### config.mk
export PLATFORM = sky130hd
export DESIGN_NAME = stop_and_wait_arq_sender_top
export DESIGN_NICKNAME = d
export VERILOG_FILES = /design/src/design/sawarq_pkg.sv /design/src/design/sawarq_datapath.sv /design/src/design/sawarq_ctrl.sv /design/src/design/stop_and_wait_arq_sender_top.sv
export SDC_FILE = /design/constraint.sdc
export NUM_CORES = 1
export LEC_CHECK = 0
export ABC_AREA = 1
export BUFFER_PORTS_ARGS = -buffer_cell sky130_fd_sc_hd__buf_4
export CAP_MARGIN = 20
export CELL_PAD_IN_SITES_DETAIL_PLACEMENT = 0
export CELL_PAD_IN_SITES_GLOBAL_PLACEMENT = 1
export CORE_UTILIZATION = 53
export DETAILED_ROUTE_END_ITERATION = 6
export PLACE_DENSITY = 0.95
export SETUP_SLACK_MARGIN = 0.15
export SLEW_MARGIN = 20
export SYNTH_ARGS = -nofsm -noshare
export SYNTH_HDL_FRONTEND = slang
export SYNTH_HIERARCHICAL = 1
export SYNTH_SLANG_ARGS = --single-unit
### constraint.sdc
create_clock -name i_clk -period 5.4 [get_ports i_clk]
set_input_delay 1.08 -clock i_clk [delete_from_list [all_inputs] [get_ports i_clk]]
set_output_delay 1.08 -clock i_clk [all_outputs]
set_load 0.05 [all_outputs]
### src/design/sawarq_pkg.sv
`timescale 1ns / 1ps

package sawarq_pkg;

    localparam logic [1:0] KIND_PAYLOAD = 2'd0;
    localparam logic [1:0] KIND_RX      = 2'd1;
    localparam logic [1:0] KIND_TICK    = 2'd2;

    localparam logic OUT_FRAME  = 1'b0;
    localparam logic OUT_STATUS = 1'b1;

    localparam logic [1:0] ST_NONE   = 2'd0;
    localparam logic [1:0] ST_ACK    = 2'd1;
    localparam logic [1:0] ST_RETRY  = 2'd2;
    localparam logic [1:0] ST_FAILED = 2'd3;

    localparam logic [1:0] REG_OWN_ID   = 2'd0;
    localparam logic [1:0] REG_TIMEOUT  = 2'd1;
    localparam logic [1:0] REG_MAX_ATT  = 2'd2;
    localparam logic [1:0] REG_ACK_TYPE = 2'd3;

    localparam logic [7:0]  OWN_ID_RST   = 8'd1;
    localparam logic [15:0] TIMEOUT_RST  = 16'd3000;
    localparam logic [3:0]  MAX_ATT_RST  = 4'd3;
    localparam logic [7:0]  ACK_TYPE_RST = 8'h02;
    localparam logic [7:0]  ACK_MIN_LEN  = 8'd4;
    localparam logic [3:0]  ATT_SAT      = 4'd15;
    localparam logic [7:0]  RX_CNT_SAT   = 8'd255;

    typedef struct packed {
        logic [1:0] kind;
        logic [7:0] byte_value;
        logic       last_byte;
        logic [7:0] dest_id;
        logic [7:0] msg_type;
    } t_in_item;

    typedef struct packed {
        logic       out_kind;
        logic [7:0] frame_byte;
        logic       run_last;
        logic [1:0] status;
    } t_out_item;

    typedef enum logic [2:0] {
        ACT_NONE,
        ACT_SEND,
        ACT_RETRY,
        ACT_FAIL,
        ACT_ACK
    } t_act;

    typedef enum logic [2:0] {
        PUT_NONE,
        PUT_HDR0,
        PUT_HDR1,
        PUT_HDR2,
        PUT_PAY,
        PUT_SUM,
        PUT_STAT
    } t_put;

    typedef struct packed {
        logic       apply;
        logic       rd_en;
        t_put       put;
        logic [1:0] stat_code;
        logic       stat_last;
    } t_dp_cmd;

    typedef struct packed {
        t_act act;
        logic out_free;
        logic pay_empty;
        logic pay_more;
    } t_dp_stat;

endpackage

### src/design/sawarq_datapath.sv
`timescale 1ns / 1ps

module sawarq_datapath #(
    parameter int MAX_PAYLOAD = 32
) (
    input  logic                  i_clk,
    input  logic                  i_rst_n,
    input  logic                  i_accept,
    input  sawarq_pkg::t_in_item  i_in_data,
    input  logic                  i_cfg_we,
    input  logic [1:0]            i_cfg_index,
    input  logic [15:0]           i_cfg_data,
    input  logic                  i_out_stall,
    input  sawarq_pkg::t_dp_cmd   i_cmd,
    output sawarq_pkg::t_dp_stat  o_stat,
    output logic                  o_out_valid,
    output sawarq_pkg::t_out_item o_out_data
);

    localparam int CW = $clog2(MAX_PAYLOAD + 1);
    localparam int AW = (MAX_PAYLOAD > 1) ? $clog2(MAX_PAYLOAD) : 1;

    logic [7:0]  r_own_id;
    logic [15:0] r_timeout;
    logic [3:0]  r_max_att;
    logic [7:0]  r_ack_type;

    logic [7:0]  r_mem [MAX_PAYLOAD];
    logic [7:0]  r_rd;

    sawarq_pkg::t_in_item  r_in;
    logic [CW-1:0] r_pcount, n_pcount;
    logic [7:0]    r_dest, n_dest;
    logic [7:0]    r_type, n_type;
    logic          r_wait, n_wait;
    logic [3:0]    r_att, n_att;
    logic [15:0]   r_tick, n_tick;
    logic [7:0]    r_rxcnt, n_rxcnt;
    logic [7:0]    r_rxsum, n_rxsum;
    logic          r_rxok, n_rxok;
    logic          store_en;
    sawarq_pkg::t_act act;

    logic [7:0]    r_sum;
    logic [CW-1:0] r_idx;

    logic                  r_out_valid;
    sawarq_pkg::t_out_item r_out_data, n_out_data;
    logic                  out_free;

    logic [15:0] tick_inc;
    logic [3:0]  att_inc;
    logic [7:0]  rxcnt_inc;
    logic        ok_upd;

    assign out_free  = !r_out_valid || !i_out_stall;
    assign tick_inc  = r_tick + 16'd1;
    assign att_inc   = (r_att != sawarq_pkg::ATT_SAT) ? r_att + 4'd1 : r_att;
    assign rxcnt_inc = (r_rxcnt != sawarq_pkg::RX_CNT_SAT) ? r_rxcnt + 8'd1 : r_rxcnt;

    always_comb begin
        ok_upd = r_rxok;
        if (r_rxcnt == 8'd0 && r_in.byte_value != r_dest) ok_upd = 1'b0;
        if (r_rxcnt == 8'd1 && r_in.byte_value != r_own_id) ok_upd = 1'b0;
        if (r_rxcnt == 8'd2 && r_in.byte_value != r_ack_type) ok_upd = 1'b0;
    end

    always_comb begin
        n_pcount = r_pcount;
        n_dest   = r_dest;
        n_type   = r_type;
        n_wait   = r_wait;
        n_att    = r_att;
        n_tick   = r_tick;
        n_rxcnt  = r_rxcnt;
        n_rxsum  = r_rxsum;
        n_rxok   = r_rxok;
        store_en = 1'b0;
        act      = sawarq_pkg::ACT_NONE;
        if (!r_wait) begin
            if (r_in.kind == sawarq_pkg::KIND_PAYLOAD) begin
                if (r_pcount < CW'(MAX_PAYLOAD)) begin
                    store_en = 1'b1;
                    n_pcount = r_pcount + CW'(1);
                end
                if (r_in.last_byte) begin
                    n_dest  = r_in.dest_id;
                    n_type  = r_in.msg_type;
                    n_wait  = 1'b1;
                    n_att   = 4'd0;
                    n_tick  = 16'd0;
                    n_rxcnt = 8'd0;
                    n_rxsum = 8'd0;
                    n_rxok  = 1'b1;
                    act     = sawarq_pkg::ACT_SEND;
                end
            end
        end else if (r_in.kind == sawarq_pkg::KIND_TICK) begin
            n_tick = tick_inc;
            if (tick_inc >= r_timeout) begin
                n_tick  = 16'd0;
                n_rxcnt = 8'd0;
                n_rxsum = 8'd0;
                n_rxok  = 1'b1;
                n_att   = att_inc;
                if (att_inc >= r_max_att) begin
                    n_wait   = 1'b0;
                    n_pcount = '0;
                    n_att    = 4'd0;
                    act      = sawarq_pkg::ACT_FAIL;
                end else begin
                    act = sawarq_pkg::ACT_RETRY;
                end
            end
        end else if (r_in.kind == sawarq_pkg::KIND_RX) begin
            n_rxok  = ok_upd;
            n_rxcnt = rxcnt_inc;
            if (!r_in.last_byte) begin
                n_rxsum = r_rxsum + r_in.byte_value;
            end else begin
                n_rxcnt = 8'd0;
                n_rxsum = 8'd0;
                n_rxok  = 1'b1;
                if (rxcnt_inc >= sawarq_pkg::ACK_MIN_LEN && ok_upd
                    && r_in.byte_value == r_rxsum) begin
                    n_wait   = 1'b0;
                    n_pcount = '0;
                    n_att    = 4'd0;
                    n_tick   = 16'd0;
                    act      = sawarq_pkg::ACT_ACK;
                end
            end
        end
    end

    always_comb begin
        n_out_data            = r_out_data;
        n_out_data.out_kind   = sawarq_pkg::OUT_FRAME;
        n_out_data.run_last   = 1'b0;
        n_out_data.status     = sawarq_pkg::ST_NONE;
        case (i_cmd.put)
            sawarq_pkg::PUT_HDR0: n_out_data.frame_byte = r_own_id;
            sawarq_pkg::PUT_HDR1: n_out_data.frame_byte = r_dest;
            sawarq_pkg::PUT_HDR2: n_out_data.frame_byte = r_type;
            sawarq_pkg::PUT_PAY:  n_out_data.frame_byte = r_rd;
            sawarq_pkg::PUT_SUM: begin
                n_out_data.frame_byte = r_sum;
                n_out_data.run_last   = 1'b1;
            end
            sawarq_pkg::PUT_STAT: begin
                n_out_data.out_kind   = sawarq_pkg::OUT_STATUS;
                n_out_data.frame_byte = 8'd0;
                n_out_data.run_last   = i_cmd.stat_last;
                n_out_data.status     = i_cmd.stat_code;
            end
            default: n_out_data.frame_byte = r_out_data.frame_byte;
        endcase
    end

    always_ff @(posedge i_clk) begin
        if (!i_rst_n) begin
            r_own_id    <= sawarq_pkg::OWN_ID_RST;
            r_timeout   <= sawarq_pkg::TIMEOUT_RST;
            r_max_att   <= sawarq_pkg::MAX_ATT_RST;
            r_ack_type  <= sawarq_pkg::ACK_TYPE_RST;
            r_pcount    <= '0;
            r_dest      <= 8'd0;
            r_type      <= 8'd0;
            r_wait      <= 1'b0;
            r_att       <= 4'd0;
            r_tick      <= 16'd0;
            r_rxcnt     <= 8'd0;
            r_rxsum     <= 8'd0;
            r_rxok      <= 1'b1;
            r_out_valid <= 1'b0;
        end else begin
            if (i_cfg_we) begin
                unique case (i_cfg_index)
                    sawarq_pkg::REG_OWN_ID:   r_own_id   <= i_cfg_data[7:0];
                    sawarq_pkg::REG_TIMEOUT:  r_timeout  <= i_cfg_data;
                    sawarq_pkg::REG_MAX_ATT:  r_max_att  <= i_cfg_data[3:0];
                    sawarq_pkg::REG_ACK_TYPE: r_ack_type <= i_cfg_data[7:0];
                    default: r_own_id <= r_own_id;
                endcase
            end
            if (i_cmd.apply) begin
                r_pcount <= n_pcount;
                r_dest   <= n_dest;
                r_type   <= n_type;
                r_wait   <= n_wait;
                r_att    <= n_att;
                r_tick   <= n_tick;
                r_rxcnt  <= n_rxcnt;
                r_rxsum  <= n_rxsum;
                r_rxok   <= n_rxok;
            end
            if (i_cmd.put != sawarq_pkg::PUT_NONE) begin
                r_out_valid <= 1'b1;
            end else if (!i_out_stall) begin
                r_out_valid <= 1'b0;
            end
        end
    end

    always_ff @(posedge i_clk) begin
        if (i_accept) begin
            r_in <= i_in_data;
        end
        if (i_cmd.put != sawarq_pkg::PUT_NONE) begin
            r_out_data <= n_out_data;
        end
        case (i_cmd.put)
            sawarq_pkg::PUT_HDR0: begin
                r_sum <= r_own_id;
                r_idx <= '0;
            end
            sawarq_pkg::PUT_HDR1: r_sum <= r_sum + r_dest;
            sawarq_pkg::PUT_HDR2: r_sum <= r_sum + r_type;
            sawarq_pkg::PUT_PAY: begin
                r_sum <= r_sum + r_rd;
                r_idx <= r_idx + CW'(1);
            end
            default: r_sum <= r_sum;
        endcase
    end

    always_ff @(posedge i_clk) begin
        if (i_cmd.apply && store_en) begin
            r_mem[r_pcount[AW-1:0]] <= r_in.byte_value;
        end
        if (i_cmd.rd_en) begin
            r_rd <= r_mem[r_idx[AW-1:0]];
        end
    end

    assign o_stat.act       = act;
    assign o_stat.out_free  = out_free;
    assign o_stat.pay_empty = (r_pcount == '0);
    assign o_stat.pay_more  = ((r_idx + CW'(1)) < r_pcount);
    assign o_out_valid      = r_out_valid;
    assign o_out_data       = r_out_data;

endmodule

### src/design/sawarq_ctrl.sv
`timescale 1ns / 1ps

module sawarq_ctrl (
    input  logic                 i_clk,
    input  logic                 i_rst_n,
    input  logic                 i_accept,
    input  sawarq_pkg::t_dp_stat i_stat,
    output sawarq_pkg::t_dp_cmd  o_cmd,
    output logic                 o_idle
);

    typedef enum logic [3:0] {
        S_IDLE,
        S_EVAL,
        S_STAT,
        S_HDR0,
        S_HDR1,
        S_HDR2,
        S_PRD,
        S_PWR,
        S_SUM
    } t_state;

    t_state     r_state, n_state;
    logic [1:0] r_stat_code, n_stat_code;
    logic       r_stat_last, n_stat_last;

    always_comb begin
        n_state          = r_state;
        n_stat_code      = r_stat_code;
        n_stat_last      = r_stat_last;
        o_cmd.apply      = 1'b0;
        o_cmd.rd_en      = 1'b0;
        o_cmd.put        = sawarq_pkg::PUT_NONE;
        o_cmd.stat_code  = r_stat_code;
        o_cmd.stat_last  = r_stat_last;
        unique case (r_state)
            S_IDLE: begin
                if (i_accept) n_state = S_EVAL;
            end
            S_EVAL: begin
                o_cmd.apply = 1'b1;
                unique case (i_stat.act)
                    sawarq_pkg::ACT_SEND: n_state = S_HDR0;
                    sawarq_pkg::ACT_RETRY: begin
                        n_state     = S_STAT;
                        n_stat_code = sawarq_pkg::ST_RETRY;
                        n_stat_last = 1'b0;
                    end
                    sawarq_pkg::ACT_FAIL: begin
                        n_state     = S_STAT;
                        n_stat_code = sawarq_pkg::ST_FAILED;
                        n_stat_last = 1'b1;
                    end
                    sawarq_pkg::ACT_ACK: begin
                        n_state     = S_STAT;
                        n_stat_code = sawarq_pkg::ST_ACK;
                        n_stat_last = 1'b1;
                    end
                    default: n_state = S_IDLE;
                endcase
            end
            S_STAT: begin
                if (i_stat.out_free) begin
                    o_cmd.put = sawarq_pkg::PUT_STAT;
                    n_state   = r_stat_last ? S_IDLE : S_HDR0;
                end
            end
            S_HDR0: begin
                if (i_stat.out_free) begin
                    o_cmd.put = sawarq_pkg::PUT_HDR0;
                    n_state   = S_HDR1;
                end
            end
            S_HDR1: begin
                if (i_stat.out_free) begin
                    o_cmd.put = sawarq_pkg::PUT_HDR1;
                    n_state   = S_HDR2;
                end
            end
            S_HDR2: begin
                if (i_stat.out_free) begin
                    o_cmd.put = sawarq_pkg::PUT_HDR2;
                    n_state   = i_stat.pay_empty ? S_SUM : S_PRD;
                end
            end
            S_PRD: begin
                o_cmd.rd_en = 1'b1;
                n_state     = S_PWR;
            end
            S_PWR: begin
                if (i_stat.out_free) begin
                    o_cmd.put = sawarq_pkg::PUT_PAY;
                    n_state   = i_stat.pay_more ? S_PRD : S_SUM;
                end
            end
            S_SUM: begin
                if (i_stat.out_free) begin
                    o_cmd.put = sawarq_pkg::PUT_SUM;
                    n_state   = S_IDLE;
                end
            end
            default: n_state = S_IDLE;
        endcase
    end

    always_ff @(posedge i_clk) begin
        if (!i_rst_n) begin
            r_state     <= S_IDLE;
            r_stat_code <= sawarq_pkg::ST_NONE;
            r_stat_last <= 1'b0;
        end else begin
            r_state     <= n_state;
            r_stat_code <= n_stat_code;
            r_stat_last <= n_stat_last;
        end
    end

    assign o_idle = (r_state == S_IDLE);

endmodule

### src/design/stop_and_wait_arq_sender_top.sv
`timescale 1ns / 1ps

// Stop-and-wait ARQ sender. Payload bytes are buffered while idle; the last
// one sends the frame (own id, destination, type, payload, 8-bit sum) and the
// block waits for an ACK, counting ticks toward a timeout, resending with a
// retry report or reporting failure when attempts run out. An input request
// is captured, then decoded with the state update. A request that sends a
// frame then outputs the header bytes, each payload byte (read through the
// one read port of the payload buffer, then output) and the checksum; a
// status report is one more output step.
// Input is stalled until the last result has been loaded into the output
// register, which then holds it against output stall. Configuration writes
// are taken in any cycle.

module stop_and_wait_arq_sender_top #(
    parameter int MAX_PAYLOAD = 32
) (
    input  logic                  i_clk,
    input  logic                  i_rst_n,
    input  logic                  i_in_valid,
    output logic                  o_in_stall,
    input  sawarq_pkg::t_in_item  i_in_data,
    output logic                  o_out_valid,
    input  logic                  i_out_stall,
    output sawarq_pkg::t_out_item o_out_data,
    input  logic                  i_cfg_valid,
    output logic                  o_cfg_ready,
    input  logic [1:0]            i_cfg_index,
    input  logic [15:0]           i_cfg_data
);

    sawarq_pkg::t_dp_cmd  cmd;
    sawarq_pkg::t_dp_stat stat;
    logic                 ctl_idle;
    logic                 accept;

    assign o_in_stall  = !ctl_idle;
    assign accept      = i_in_valid && ctl_idle;
    assign o_cfg_ready = 1'b1;

    sawarq_ctrl u_ctrl (
        .i_clk    (i_clk),
        .i_rst_n  (i_rst_n),
        .i_accept (accept),
        .i_stat   (stat),
        .o_cmd    (cmd),
        .o_idle   (ctl_idle)
    );

    sawarq_datapath #(
        .MAX_PAYLOAD (MAX_PAYLOAD)
    ) u_datapath (
        .i_clk       (i_clk),
        .i_rst_n     (i_rst_n),
        .i_accept    (accept),
        .i_in_data   (i_in_data),
        .i_cfg_we    (i_cfg_valid),
        .i_cfg_index (i_cfg_index),
        .i_cfg_data  (i_cfg_data),
        .i_out_stall (i_out_stall),
        .i_cmd       (cmd),
        .o_stat      (stat),
        .o_out_valid (o_out_valid),
        .o_out_data  (o_out_data)
    );

`ifndef NO_ASSERTIONS
    a_status_zero_byte: assert property (@(posedge i_clk) disable iff (!i_rst_n)
        o_out_valid && o_out_data.out_kind == sawarq_pkg::OUT_STATUS
        |-> o_out_data.frame_byte == 8'd0 && o_out_data.status != sawarq_pkg::ST_NONE)
        else $error("status report with frame byte or no status");

    a_frame_no_status: assert property (@(posedge i_clk) disable iff (!i_rst_n)
        o_out_valid && o_out_data.out_kind == sawarq_pkg::OUT_FRAME
        |-> o_out_data.status == sawarq_pkg::ST_NONE)
        else $error("frame byte carries a status");

    a_stall_after_accept: assert property (@(posedge i_clk) disable iff (!i_rst_n)
        accept |=> o_in_stall)
        else $error("input not stalled after a request");
`endif

endmodule

Yosys cells after proc, flatten, opt, wreduce, memory -nomap -nowiden
Memory sizes are Yosys's and may differ from the RTL's. A register that Yosys moved wholly into a read port is not among the register bits.
Index checks and enable logic that the tools add are counted.
- bits in registers: 157
- RAM bits: 256
- bits of input ports: 50
- output and inout port bits: 15
- word-level logic and storage cells: 231
- memories kept: 1
- memories (memory ; words ; width ; rd ports ; clocked after Yosys merged registers in ; write ports ; line ; text):
    u_datapath.r_mem ; 32 ; 8 ; 1 ; 1 ; 1 ; sawarq_datapath.sv:28 ; logic [7:0] r_mem [MAX_PAYLOAD];
- add/subtract/negate cells: 9
- $lt $le $gt $ge: 5
- equality and inequality tests: 44
- multiplexer cells: 102
- bitwise gates (word level): 1
- reduce and logical (&&, ||, !) cells: 41
- operators by type and width (cell ; count):
    16-bit 2-to-1 mux ; 8
    8-bit 2-to-1 mux ; 12
    4-bit 2-to-1 mux ; 19
    6-bit 2-to-1 mux ; 9
    8-bit case mux with 6 select lines ; 1
    4-bit case mux with 9 select lines ; 1
    8-bit adder ; 4
    1-bit 2-to-1 mux ; 32
    8-bit case mux with 4 select lines ; 1
    3-bit 2-to-1 mux ; 10
    8-bit inequality test ; 3
    3-bit case mux with 6 select lines ; 1
    16-bit by 1-bit adder with 16-bit output, second input constant ; 1
    4-bit by 3-bit equality test with 1-bit output, second input constant ; 4
    16-bit >= comparator ; 1
    2-bit by 1-bit inequality test with 1-bit output, second input constant ; 8
    2-bit AND reduction ; 7
    7-bit AND reduction ; 2
    6-bit by 1-bit adder with 6-bit output, second input constant ; 2
    3-bit by 2-bit equality test with 1-bit output, second input constant ; 4
    3-bit equality test, second input constant ; 4
    3-bit inequality test, second input constant ; 4
    6-bit case mux with 2 select lines ; 1
    2-bit nonzero test ; 6
    39 further kinds ; 57

Logic depth before layout (Yosys ltp)
Gate-level depths: netlist of run 1.
- word-level depth: 16
- mapped depth: 25
- gate-level depth less buffers: 25

Hierarchy
Netlist of run 1, hierarchy kept.
- modules (own cells, without submodules) (module ; times used ; cells an instance ; area each (µm²) ; seq. area each (µm²)):
    sawarq_datapath ; 1 ; 1807 ; 18479.0 ; 11461.0
    sawarq_ctrl ; 1 ; 96 ; 569.3 ; 120.1
    stop_and_wait_arq_sender_top ; 1 ; 5 ; 22.5 ; 0.0

Least setup slack after synthesis of run 1
No wires, ideal clock.
- path kind: input port to flip-flop
- start: in i_out_stall
- end: reg u_datapath.r_sum[6] (data pin)
- library setup time: 269 ps
- arrival time: 3670 ps
- required time: 5131 ps
- slack: 1461 ps
- stages on the path: 20
- path buffers: 2
- path through: nand2_1 -> buf_4 -> clkinv_1 -> a31oi_1 -> nor2_1 -> clkbuf_1 -> nand3_1 -> o21ai_0 -> o21bai_1 -> ha_1 -> fa_1 -> nand2_1 -> nand2_1 -> a21oi_1 -> nor2_1 -> nor2_1 -> nor2_1 -> nor2_1 -> xor2_1 -> o21ai_0
- RTL lines (what ; line ; text):
    from (decl) ; stop_and_wait_arq_sender_top.sv:24 ; input logic i_out_stall,
    to (signal assigned) ; sawarq_datapath.sv:214 ; r_sum <= r_own_id;
    to (signal assigned) ; sawarq_datapath.sv:217 ; sawarq_pkg::PUT_HDR1: r_sum <= r_sum + r_dest;
    to (signal assigned) ; sawarq_datapath.sv:218 ; sawarq_pkg::PUT_HDR2: r_sum <= r_sum + r_type;
    to (decl) ; sawarq_datapath.sv:44 ; logic [7:0] r_sum;

Worst setup path in the final report of run 1
- start: reg u_datapath.r_tick[0]
- end: reg u_datapath.r_rxcnt[7]
- cells in the longest elaborated chain, start to end: 4
- RTL lines (what ; line ; text):
    from (decl) ; sawarq_datapath.sv:37 ; logic [15:0] r_tick, n_tick;
    from (signal assigned) ; sawarq_datapath.sv:192 ; r_tick <= n_tick;
    16-bit by 1-bit adder with 16-bit output ; sawarq_datapath.sv:57 ; assign tick_inc = r_tick + 16'd1;
    16-bit >= comparator ; sawarq_datapath.sv:100 ; if (tick_inc >= r_timeout) begin
    3-bit inequality test (no source line) ; n/a ;
    5-bit AND reduction (no source line) ; n/a ;
    to (signal assigned) ; sawarq_datapath.sv:193 ; r_rxcnt <= n_rxcnt;
    to (decl) ; sawarq_datapath.sv:38 ; logic [7:0] r_rxcnt, n_rxcnt;
No other way between the ends.
A chain may end at the register's enable or synchronous reset.

==> reports/summary.md, run 1 <==
### Power
• overall power of the completed layout: 9.08 mW
• pwr/cell area: 425 mW/mm^2
• cell leakage power: 7.98 nW
• VDD IR-drop max: 423 uV

### Yosys
• post-synth net total: 2010
• synthesized-area fraction occupied by ao, oa, aoi and oai cells: 13.0%
• area of the mapped netlist: 0.0191 mm^2
• number of synthesized flops with an enable pin: 317
• Post-Synth Adder-Cell Area: 3.49%
• Top FF cell, synth: sky130_fd_sc_hd__edfxtp_1
• cell count after synthesis: 1908
• Post-Synth Simple-Gate Area: 15.5%
• Post-Synth XOR/XNOR Area: 2.02%
• Synth Warn #: 6
• register bit count reported by yosys: 420
• dominant combinational cell family by area after synthesis: simple AND/OR/NAND/NOR gates
• distinct cell type count after synthesis: 51
• mux contribution to synthesized area: 0%
• mean area per synthesized cell: 10.0 um^2
• Async SR Flop Fraction: 0%
• sequential cell area fraction in the yosys report: 60.7%

### Clock tree
• number of cells upsized or downsized after cts: 0
• CTS root buf: sky130_fd_sc_hd__clkbuf_16
• Worst-Skew Late Latency: 0.55 ns
• CTS Buf Count: 43
• clk slew on worst S/H paths: 0.06 ns
• number of buffers on the longest clock path: 3
• clock tree from TritonCTS: built
• CTS Sinks: 420
• number of levels in the clock H-tree: 2
• buffer count from post-CTS setup fixing: 0
• number of hold buffers added after cts: 0

### GRT
• initial antenna violation count: 0
• GRT Overall Usage: 25.9%
• maximum number of pins on one net before global-route repair: 96
• global-route congestion overflow total: 0
• global-route wire length before repair: 72.9 mm
• vias in the first global route: 13.4k

### Layout
• final net count: 2053
• fill cell total of the finished layout: 2882
• final non-filler cell area: 0.0214 mm^2
• area of the multi-input gates: 0.00648 mm^2
• final non-filler cell total: 2448
• ratio of cells with drive above 1 in the final layout: 9.82%
• sequential cell area in the final layout: 0.0116 mm^2
• area overhead of the layout relative to synthesis: 12.2%

### Timing
• pins over their slew limit: 0
• worst-margin pin slew: 1.17 ns
• share of the clock period used by the worst path: 78.1%
• RSZ-0062 raised after global routing: false
• total of endpoints with negative setup slack in the final report: 0
• headroom to the max-slew limit: 21.7%
• highest clock frequency the design can meet: 237 MHz
• Setup TNS Final: 0 ns
• time the final worst path needs with I/O delays and setup: 4.22 ns
• Setup Skew: 0.0171 ns
• final hold viol count: 0

### Route
• Via density: 5.79
• count of TritonRoute iterations in the first routing pass: 7
• count of vias placed by the detailed router: 14.2k
• Routed wire per std cell: 19.3 um
• Remaining DRCs: 9
• number of routed nets with antenna violations: 0
• Iteration-0 DRC Markers: 1511
• routed wire length: 47.3 mm

### Placed design
• Final Wtd Congestion: 0.889
• total instance count after detailed placement: 2367
• post-placement cell area: 0.0199 mm^2
• final HPWL from detailed placement: 30.0 mm
• Port Buf Inserts: 63

### Die
• Core Box Area: 0.0355 mm^2
• Die Span X: 192 um
• FP Rows: 69
• die height: 192 um
• die area: 0.0367 mm^2
• Ports: 65
• starting density of the core: 53.7%

### Critical path
• Worst Setup Path Type: reg -> reg
• CP endpoint kind: flop
• critical path fanouts, max: 14
• arrival time of data at the critical path endpoint: 4.67 ns
• Required @ worst endpoint: 5.86 ns
• Critical Path Start Type: flop

### Status
• violations in the final reports: DRC
• result of the run: finished with violations

### Worst hold path
• type of the tightest min-delay check: reg -> reg

### Job
• total of max-cap violations: 0

[synthesized netlist by cell type (all sizes together), types with 2 or more instances]
library cell  count  share of area, %
inv             172               3.4
buf              11              0.38
a22o              2             0.092
a21oi            96               2.6
dfxtp           103                11
o22ai            14              0.46
nand2           269               5.4
xor2             31               1.4
a31oi            12              0.39
a32oi             7              0.32
nor2            310               6.4
nand3            80               2.1
o21a              2             0.079
clkbuf           74               1.5
o221ai           51               2.3
fa                2              0.21
nor3             17              0.50
clkinv            3             0.059
edfxtp          317                50
a221oi            2             0.092
xnor2            13              0.60
nor3b             2             0.079
a22oi             3              0.12
ha               50               3.3
o21ai           212               5.6
nand3b            2             0.079
o211ai           12              0.47
or2               6              0.20
nand4            21              0.72
o21bai            4              0.16
[sequential cells by signal, summed over array words and instances, names as in the netlist, 2 cells and up]
signal	cells
u_datapath/r_mem	256
u_datapath/r_in	27
u_datapath/r_tick	16
u_datapath/r_timeout	16
u_datapath/o_out_data	12
u_datapath/r_ack_type	8
u_datapath/r_dest	8
u_datapath/r_own_id	8
u_datapath/r_rd	8
u_datapath/r_rxcnt	8
u_datapath/r_rxsum	8
u_datapath/r_sum	8
u_datapath/r_type	8
u_datapath/r_idx	6
u_datapath/r_pcount	6
u_ctrl/r_state	4
u_datapath/r_att	4
u_datapath/r_max_att	4
u_ctrl/r_stat_code	2
[layer usage]
layer  GRT usage, %  vias to the layer above  routed length, um
met5              0                        -                  0
met1           35.0                     6672              19600
met3           5.54                      104               4480
li1               -                     6732                  -
met2           41.2                      664              21800
met4           8.76                        0               1400
[worst paths after layout]
path	startpoint	end	slack, ns	depth (start not counted)
worst max-delay path	u_datapath/r_tick[0]	u_datapath/r_rxcnt[7]	1.18	18
worst min register to register	u_datapath/r_max_att[3]	u_datapath/r_max_att[3]	0.47	2
worst min-delay path	u_datapath/r_max_att[3]	u_datapath/r_max_att[3]	0.47	2
worst max register to register	u_datapath/r_tick[0]	u_datapath/r_rxcnt[7]	1.18	18
[cells by family (layout without fill, tap and decap cells)]
| group | count (synthesis) | count (layout) |
|---|---|---|
| AOI/OAI and AO/OA | 423 | 423 |
| xor gates and xnor gates | 44 | 44 |
| adders and majority gates | 52 | 52 |
| buffers and inverters | 260 | 338 |
| DFF | 420 | 420 |
| other | 1 | 2 |
| and+or+nand+nor | 708 | 708 |
[through the flow]
stage	utilization (%)	setup WS [ns]	hold WS, ns
global placement	56.1	0.796	0.449
finish	60.3	1.18	0.468
floorplan	-	1.46	0.425
detailed placement	56.2	0.709	0.458
global route	60.3	0.597	0.496
CTS	60.3	1.24	0.472
[layout make-up]
| cell class | instances | share of cell area [%] |
|---|---|---|
| sequential | 420 | 54.1 |
| multi-input combinational | 1228 | 30.3 |
| clock buffer | 54 | 5.46 |
| inverter | 175 | 3.07 |
| timing repair buffer | 83 | 2.95 |
| tap | 461 | 2.70 |
| clock inverter | 26 | 1.36 |
| antenna | 1 | 0.0117 |
[worst max-delay path: stages (launching register included)]
cell and delay, ns:
sky130_fd_sc_hd__dfxtp_1 0.41, sky130_fd_sc_hd__nand3_1 0.14, sky130_fd_sc_hd__nor3_1 0.28, sky130_fd_sc_hd__nand3_1 0.21, sky130_fd_sc_hd__nor3_1 0.22, sky130_fd_sc_hd__inv_1 0.09
sky130_fd_sc_hd__nor2_1 0.17, sky130_fd_sc_hd__nand2_1 0.09, sky130_fd_sc_hd__xor2_1 0.13, sky130_fd_sc_hd__inv_1 0.07, sky130_fd_sc_hd__ha_1 0.29, sky130_fd_sc_hd__nand2_1 0.08
sky130_fd_sc_hd__nor4_1 0.37, sky130_fd_sc_hd__nand2_1 0.12, sky130_fd_sc_hd__nand4_1 0.22, sky130_fd_sc_hd__nand2_1 0.17, sky130_fd_sc_hd__nor3_2 0.70, sky130_fd_sc_hd__o21ai_0 0.20
sky130_fd_sc_hd__a21oi_1 0.16
[layout by cell type, fill, tap and decap left out, types with 13 or more instances in the layout]
cell type,n
sky130_fd_sc_hd__a21oi_1,94
sky130_fd_sc_hd__nand3_1,79
sky130_fd_sc_hd__edfxtp_1,317
sky130_fd_sc_hd__xnor2_1,13
sky130_fd_sc_hd__clkbuf_16,44
sky130_fd_sc_hd__buf_4,82
sky130_fd_sc_hd__inv_1,163
sky130_fd_sc_hd__nor3_1,15
sky130_fd_sc_hd__o22ai_1,14
sky130_fd_sc_hd__nand2_1,262
sky130_fd_sc_hd__nor2_1,299
sky130_fd_sc_hd__o221ai_1,51
sky130_fd_sc_hd__o21ai_0,209
sky130_fd_sc_hd__ha_1,50
sky130_fd_sc_hd__dfxtp_1,103
sky130_fd_sc_hd__nand4_1,20
sky130_fd_sc_hd__xor2_1,31
[where the power goes]
| part | leakage [nW] | switching, mW | total, mW | internal, mW |
|---|---|---|---|---|
| Combinational | 3.56 | 1.43 | 1.98 | 0.548 |
| Sequential | 3.71 | 0.204 | 4.07 | 3.87 |
| Clock | 0.709 | 1.25 | 3.04 | 1.79 |
| Total | 7.98 | 2.88 | 9.08 | 6.20 |
Power figures use the tool's default switching activity.
==> inputs of run 2 (changes only) <==
Settings changed: ABC_AREA 1 to 0, CORE_UTILIZATION 53 to 47, PLACE_DENSITY 0.95 to 0.86.
Clock period 5.4 ns to 3.5 ns, I/O delays scaled along.
==> run 2 against run 1 <==
Net effect: the run ends with setup timing left; critical endpoint is now u_ctrl/r_stat_code[0]; combinational power increased by 40%; sequential share of layout area decreased by 2.8 points; via count decreased by 12%; synthesized area increased by 0.21%; global-route usage decreased by 3.4 points; utilization decreased by 3.7 points; hold slack got worse by 0.15 ns; critical path type unchanged; critical path depth decreased by 1.
==> reports/summary.md, run 2 <==
### Status
• result of the run: finished with violations
• violations in the final reports: setup timing

### Critical path
• crit-path max cell delay: 0.34 ns, -0.36 ns
• slowest stage cell on the critical path: sky130_fd_sc_hd__dfxtp_2
• critical path fanouts, max: 4, -10
• Reg2Reg Launch Point: u_datapath/r_tick[0]
• Worst Setup Path Type: reg -> reg
• Critical Path Start Type: flop
• CP endpoint kind: flop
• Required @ worst endpoint: 3.93 ns, -1.93 ns
• arrival time of data at the critical path endpoint: 3.96 ns, -0.71 ns
• startpoint of the most critical setup path: u_datapath/r_tick[0]
• ordered cell list for the critical path: ha_2, and3_4, nand4_1, nor2_4, nand3_2, xnor2_2, ha_1, nand4_1, o31a_1, a21o_1, or3_4, o22a_1, nor2_4, nor2_2, a21o_2, a221oi_2, nor2b_1

### Route
• number of routed nets with antenna violations: 0, unchanged
• count of TritonRoute iterations in the first routing pass: 5, -2
• Via density: 5.83, +0.68%
• count of vias placed by the detailed router: 12.5k, -12%
• Remaining DRCs: 0, -9
• Routed wire per std cell: 21.7 um, +12%
• Iteration-0 DRC Markers: 1057, -30%
• routed wire length: 46.4 mm, -2.0%

### Yosys
• register bit count reported by yosys: 420, unchanged
• number of synthesized flops with an enable pin: 317, unchanged
• cell type with the highest aggregate area in the netlist: sky130_fd_sc_hd__edfxtp_1
• Async SR Flop Fraction: 0%, unchanged
• post-synth net total: 1520, -24%
• most common library cells after synthesis: sky130_fd_sc_hd__edfxtp_1, sky130_fd_sc_hd__nand2_1, sky130_fd_sc_hd__dfxtp_1, sky130_fd_sc_hd__nor2_1, sky130_fd_sc_hd__a21oi_1
• cell count after synthesis: 1418, -26%
• most area-consuming cells after synthesis: sky130_fd_sc_hd__edfxtp_1, sky130_fd_sc_hd__dfxtp_1, sky130_fd_sc_hd__mux4_2
• sequential cell area fraction in the yosys report: 60.6%, -0.13 points
• area share of the largest cell type after synthesis: 49.8%, -0.10 points
• area of the mapped netlist: 0.0191 mm^2, +0.21%
• Synth Warn #: 6, unchanged
• mean area per synthesized cell: 13.5 um^2, +35%
• Top FF cell, synth: sky130_fd_sc_hd__edfxtp_1
• distinct cell type count after synthesis: 87, +71%
• library cell with the highest instance count after synthesis: sky130_fd_sc_hd__edfxtp_1

### Clock tree
• clock tree from TritonCTS: built
• Worst-Skew Late Latency: 0.56 ns, about the same
• number of levels in the clock H-tree: 2, unchanged
• clk slew on worst S/H paths: 0.06 ns, about the same
• CTS root buf: sky130_fd_sc_hd__clkbuf_16
• CTS Sinks: 420, unchanged
• number of buffers on the longest clock path: 3, unchanged
• CTS Buf Count: 43, unchanged

### Worst hold path
• type of the tightest min-delay check: in -> reg
• Hold Path Origin: i_in_data[22]

### GRT
• GRT Overall Usage: 22.5%, -3.4 points
• GR Layer Usage met1: 30.3%, -4.7 points
• global-route wire length before repair: 70.3 mm, -3.6%
• initial antenna violation count: 0, unchanged
• global routing usage on met3: 3.45%, -2.1 points
• global-route congestion overflow total: 0, unchanged
• global routing usage on met2: 36.6%, -4.6 points
• maximum number of pins on one net before global-route repair: 49, -49%
• vias in the first global route: 12.1k, -9.4%
• global route hottest layer: met2

### Layout
• max reg flops: 256, unchanged
• most used cells in the layout excluding fill and tap cells: sky130_fd_sc_hd__edfxtp_1, sky130_fd_sc_hd__buf_4, sky130_fd_sc_hd__nand2_1, sky130_fd_sc_hd__dfxtp_1, sky130_fd_sc_hd__mux4_2
• final net count: 1680, -18%
• commonest non-fill, non-tap cell in the layout: sky130_fd_sc_hd__edfxtp_1
• final non-filler cell area: 0.0226 mm^2, +5.6%
• area overhead of the layout relative to synthesis: 18.2%
• final non-filler cell total: 2136, -13%
• number of diodes added for antenna fixing: 0, -1
• ratio of cells with drive above 1 in the final layout: 26.4%, +17 points

### Timing
• Worst Slack Setup Final: -0.0284 ns, -1.21 ns
• total of endpoints with negative setup slack in the final report: 1, +1
• worst-margin pin slew: 0.867 ns, -0.308 ns
• pins over their slew limit: 0, unchanged
• time the final worst path needs with I/O delays and setup: 3.53 ns, -0.687 ns
• RSZ-0062 raised after global routing: true
• headroom to the max-slew limit: 41.8%, +20 points
• highest clock frequency the design can meet: 283 MHz, +19%
• share of the clock period used by the worst path: 101%, +23 points
• Setup Skew: 0.0192 ns, +0.00215 ns
• final hold viol count: 0, unchanged

### Placed design
• final HPWL from detailed placement: 30.9 mm, +3.0%
• total instance count after detailed placement: 2044, -14%
• Final Wtd Congestion: 0.867, -2.5%
• Port Buf Inserts: 63, unchanged
• post-placement cell area: 0.0208 mm^2, +4.5%
• pre-CTS worst setup slack: -0.217 ns, -0.926 ns

### Die
• die height: 204 um, +6.2%
• die area: 0.0415 mm^2, +13%
• Core Box Area: 0.0399 mm^2, +12%
• starting density of the core: 47.9%, -5.9 points
• Die Span X: 204 um, +6.2%
• FP Rows: 73, +5.8%
• Ports: 65, unchanged

### Job
• total of max-cap violations: 0, unchanged

### Power
• VDD IR-drop max: 289 uV, -32%
• pwr/cell area: 604 mW/mm^2, +42%
• overall power of the completed layout: 13.7 mW, +50%
• cell leakage power: 7.97 nW, -0.17%

## run 2: cell types whose count changed in the layout (fill, tap and decap cells not counted), sizes merged, moves of 47 or more
cell / change
nor2: -223
o21ai: -159
inv: -131
nand2: -104
buf: +101
mux4: +80
o221ai: -47
nand3: -50
## run 2: stage by stage
stage / hold slack, ns / setup TNS (ns) / utilization [%]
floorplan: 0.436 / 0 / -
detailed placement: 0.453 / -0.357 / 52.2
global route: 0.308 / -0.365 / 56.6
finish: 0.322 / -0.0284 / 56.6
CTS: 0.298 / 0 / 56.2
global placement: 0.444 / -0.187 / 52.2
## run 2: final cells by class
type                    instances  area, um^2
fillers                      3108       17300
flip-flops and latches        420       11600
multi-input cells             887        7290
repair buffers                184        1400
clock buffers                  49        1120
well taps                     525         657
clock inverters                29         367
inverters                      42         164
## run 2: cells by family after synthesis
family / after synthesis / share of synthesized area [%]
xor gates and xnor gates: 62 / 2.84
buffers and inverters: 111 / 2.42
and+or+nand+nor: 387 / 9.72
other: 1 / 0.0196
muxes: 121 / 11.6
adders and majority gates: 52 / 3.48
DFF: 420 / 60.6
AOI/OAI and AO/OA: 264 / 9.28
## run 2: per-layer routing
layer  part of all wire [%]  routed length (um)
met5                      0                   0
met4                    3.3                1520
met3                    7.0                3260
met2                     48               22400
met1                     41               19200
## run 2: worst paths after layout
| path | end | slack, ns | cells past startpoint |
|---|---|---|---|
| setup / recovery | u_ctrl/r_stat_code[0] | -0.03 | 17 |
| hold / removal | u_datapath/r_in[22] | 0.32 | 1 |
| setup reg to reg | u_ctrl/r_stat_code[0] | -0.03 | 17 |
| hold reg to reg | u_datapath/r_timeout[6] | 0.46 | 2 |
## run 2: what timing repair did
item	4_1_cts	5_1_grt
endpoints found under the setup margin	33	47
endpoints found under the hold margin	0	0
buffers inserted	7	7
pin swaps	6	5
hold buffers	0	0
resized for setup	12	31
## run 2: critical path, delay by kind of cell (launching register included)
kind | cells | cell delay [ns]
and+or+nand+nor | 9 | 1.39
AOI/OAI and AO/OA | 5 | 1.05
adders and majority gates | 2 | 0.46
DFF | 1 | 0.34
xor gates and xnor gates | 1 | 0.16
## run 2: report_power, final
group	internal [mW]	leakage [nW]	total (mW)	switching, mW
sequential	5.84	3.71	6.06	0.218
combinational	1.05	3.52	2.78	1.73
clock	2.90	0.735	4.81	1.91
total	9.79	7.97	13.7	3.86
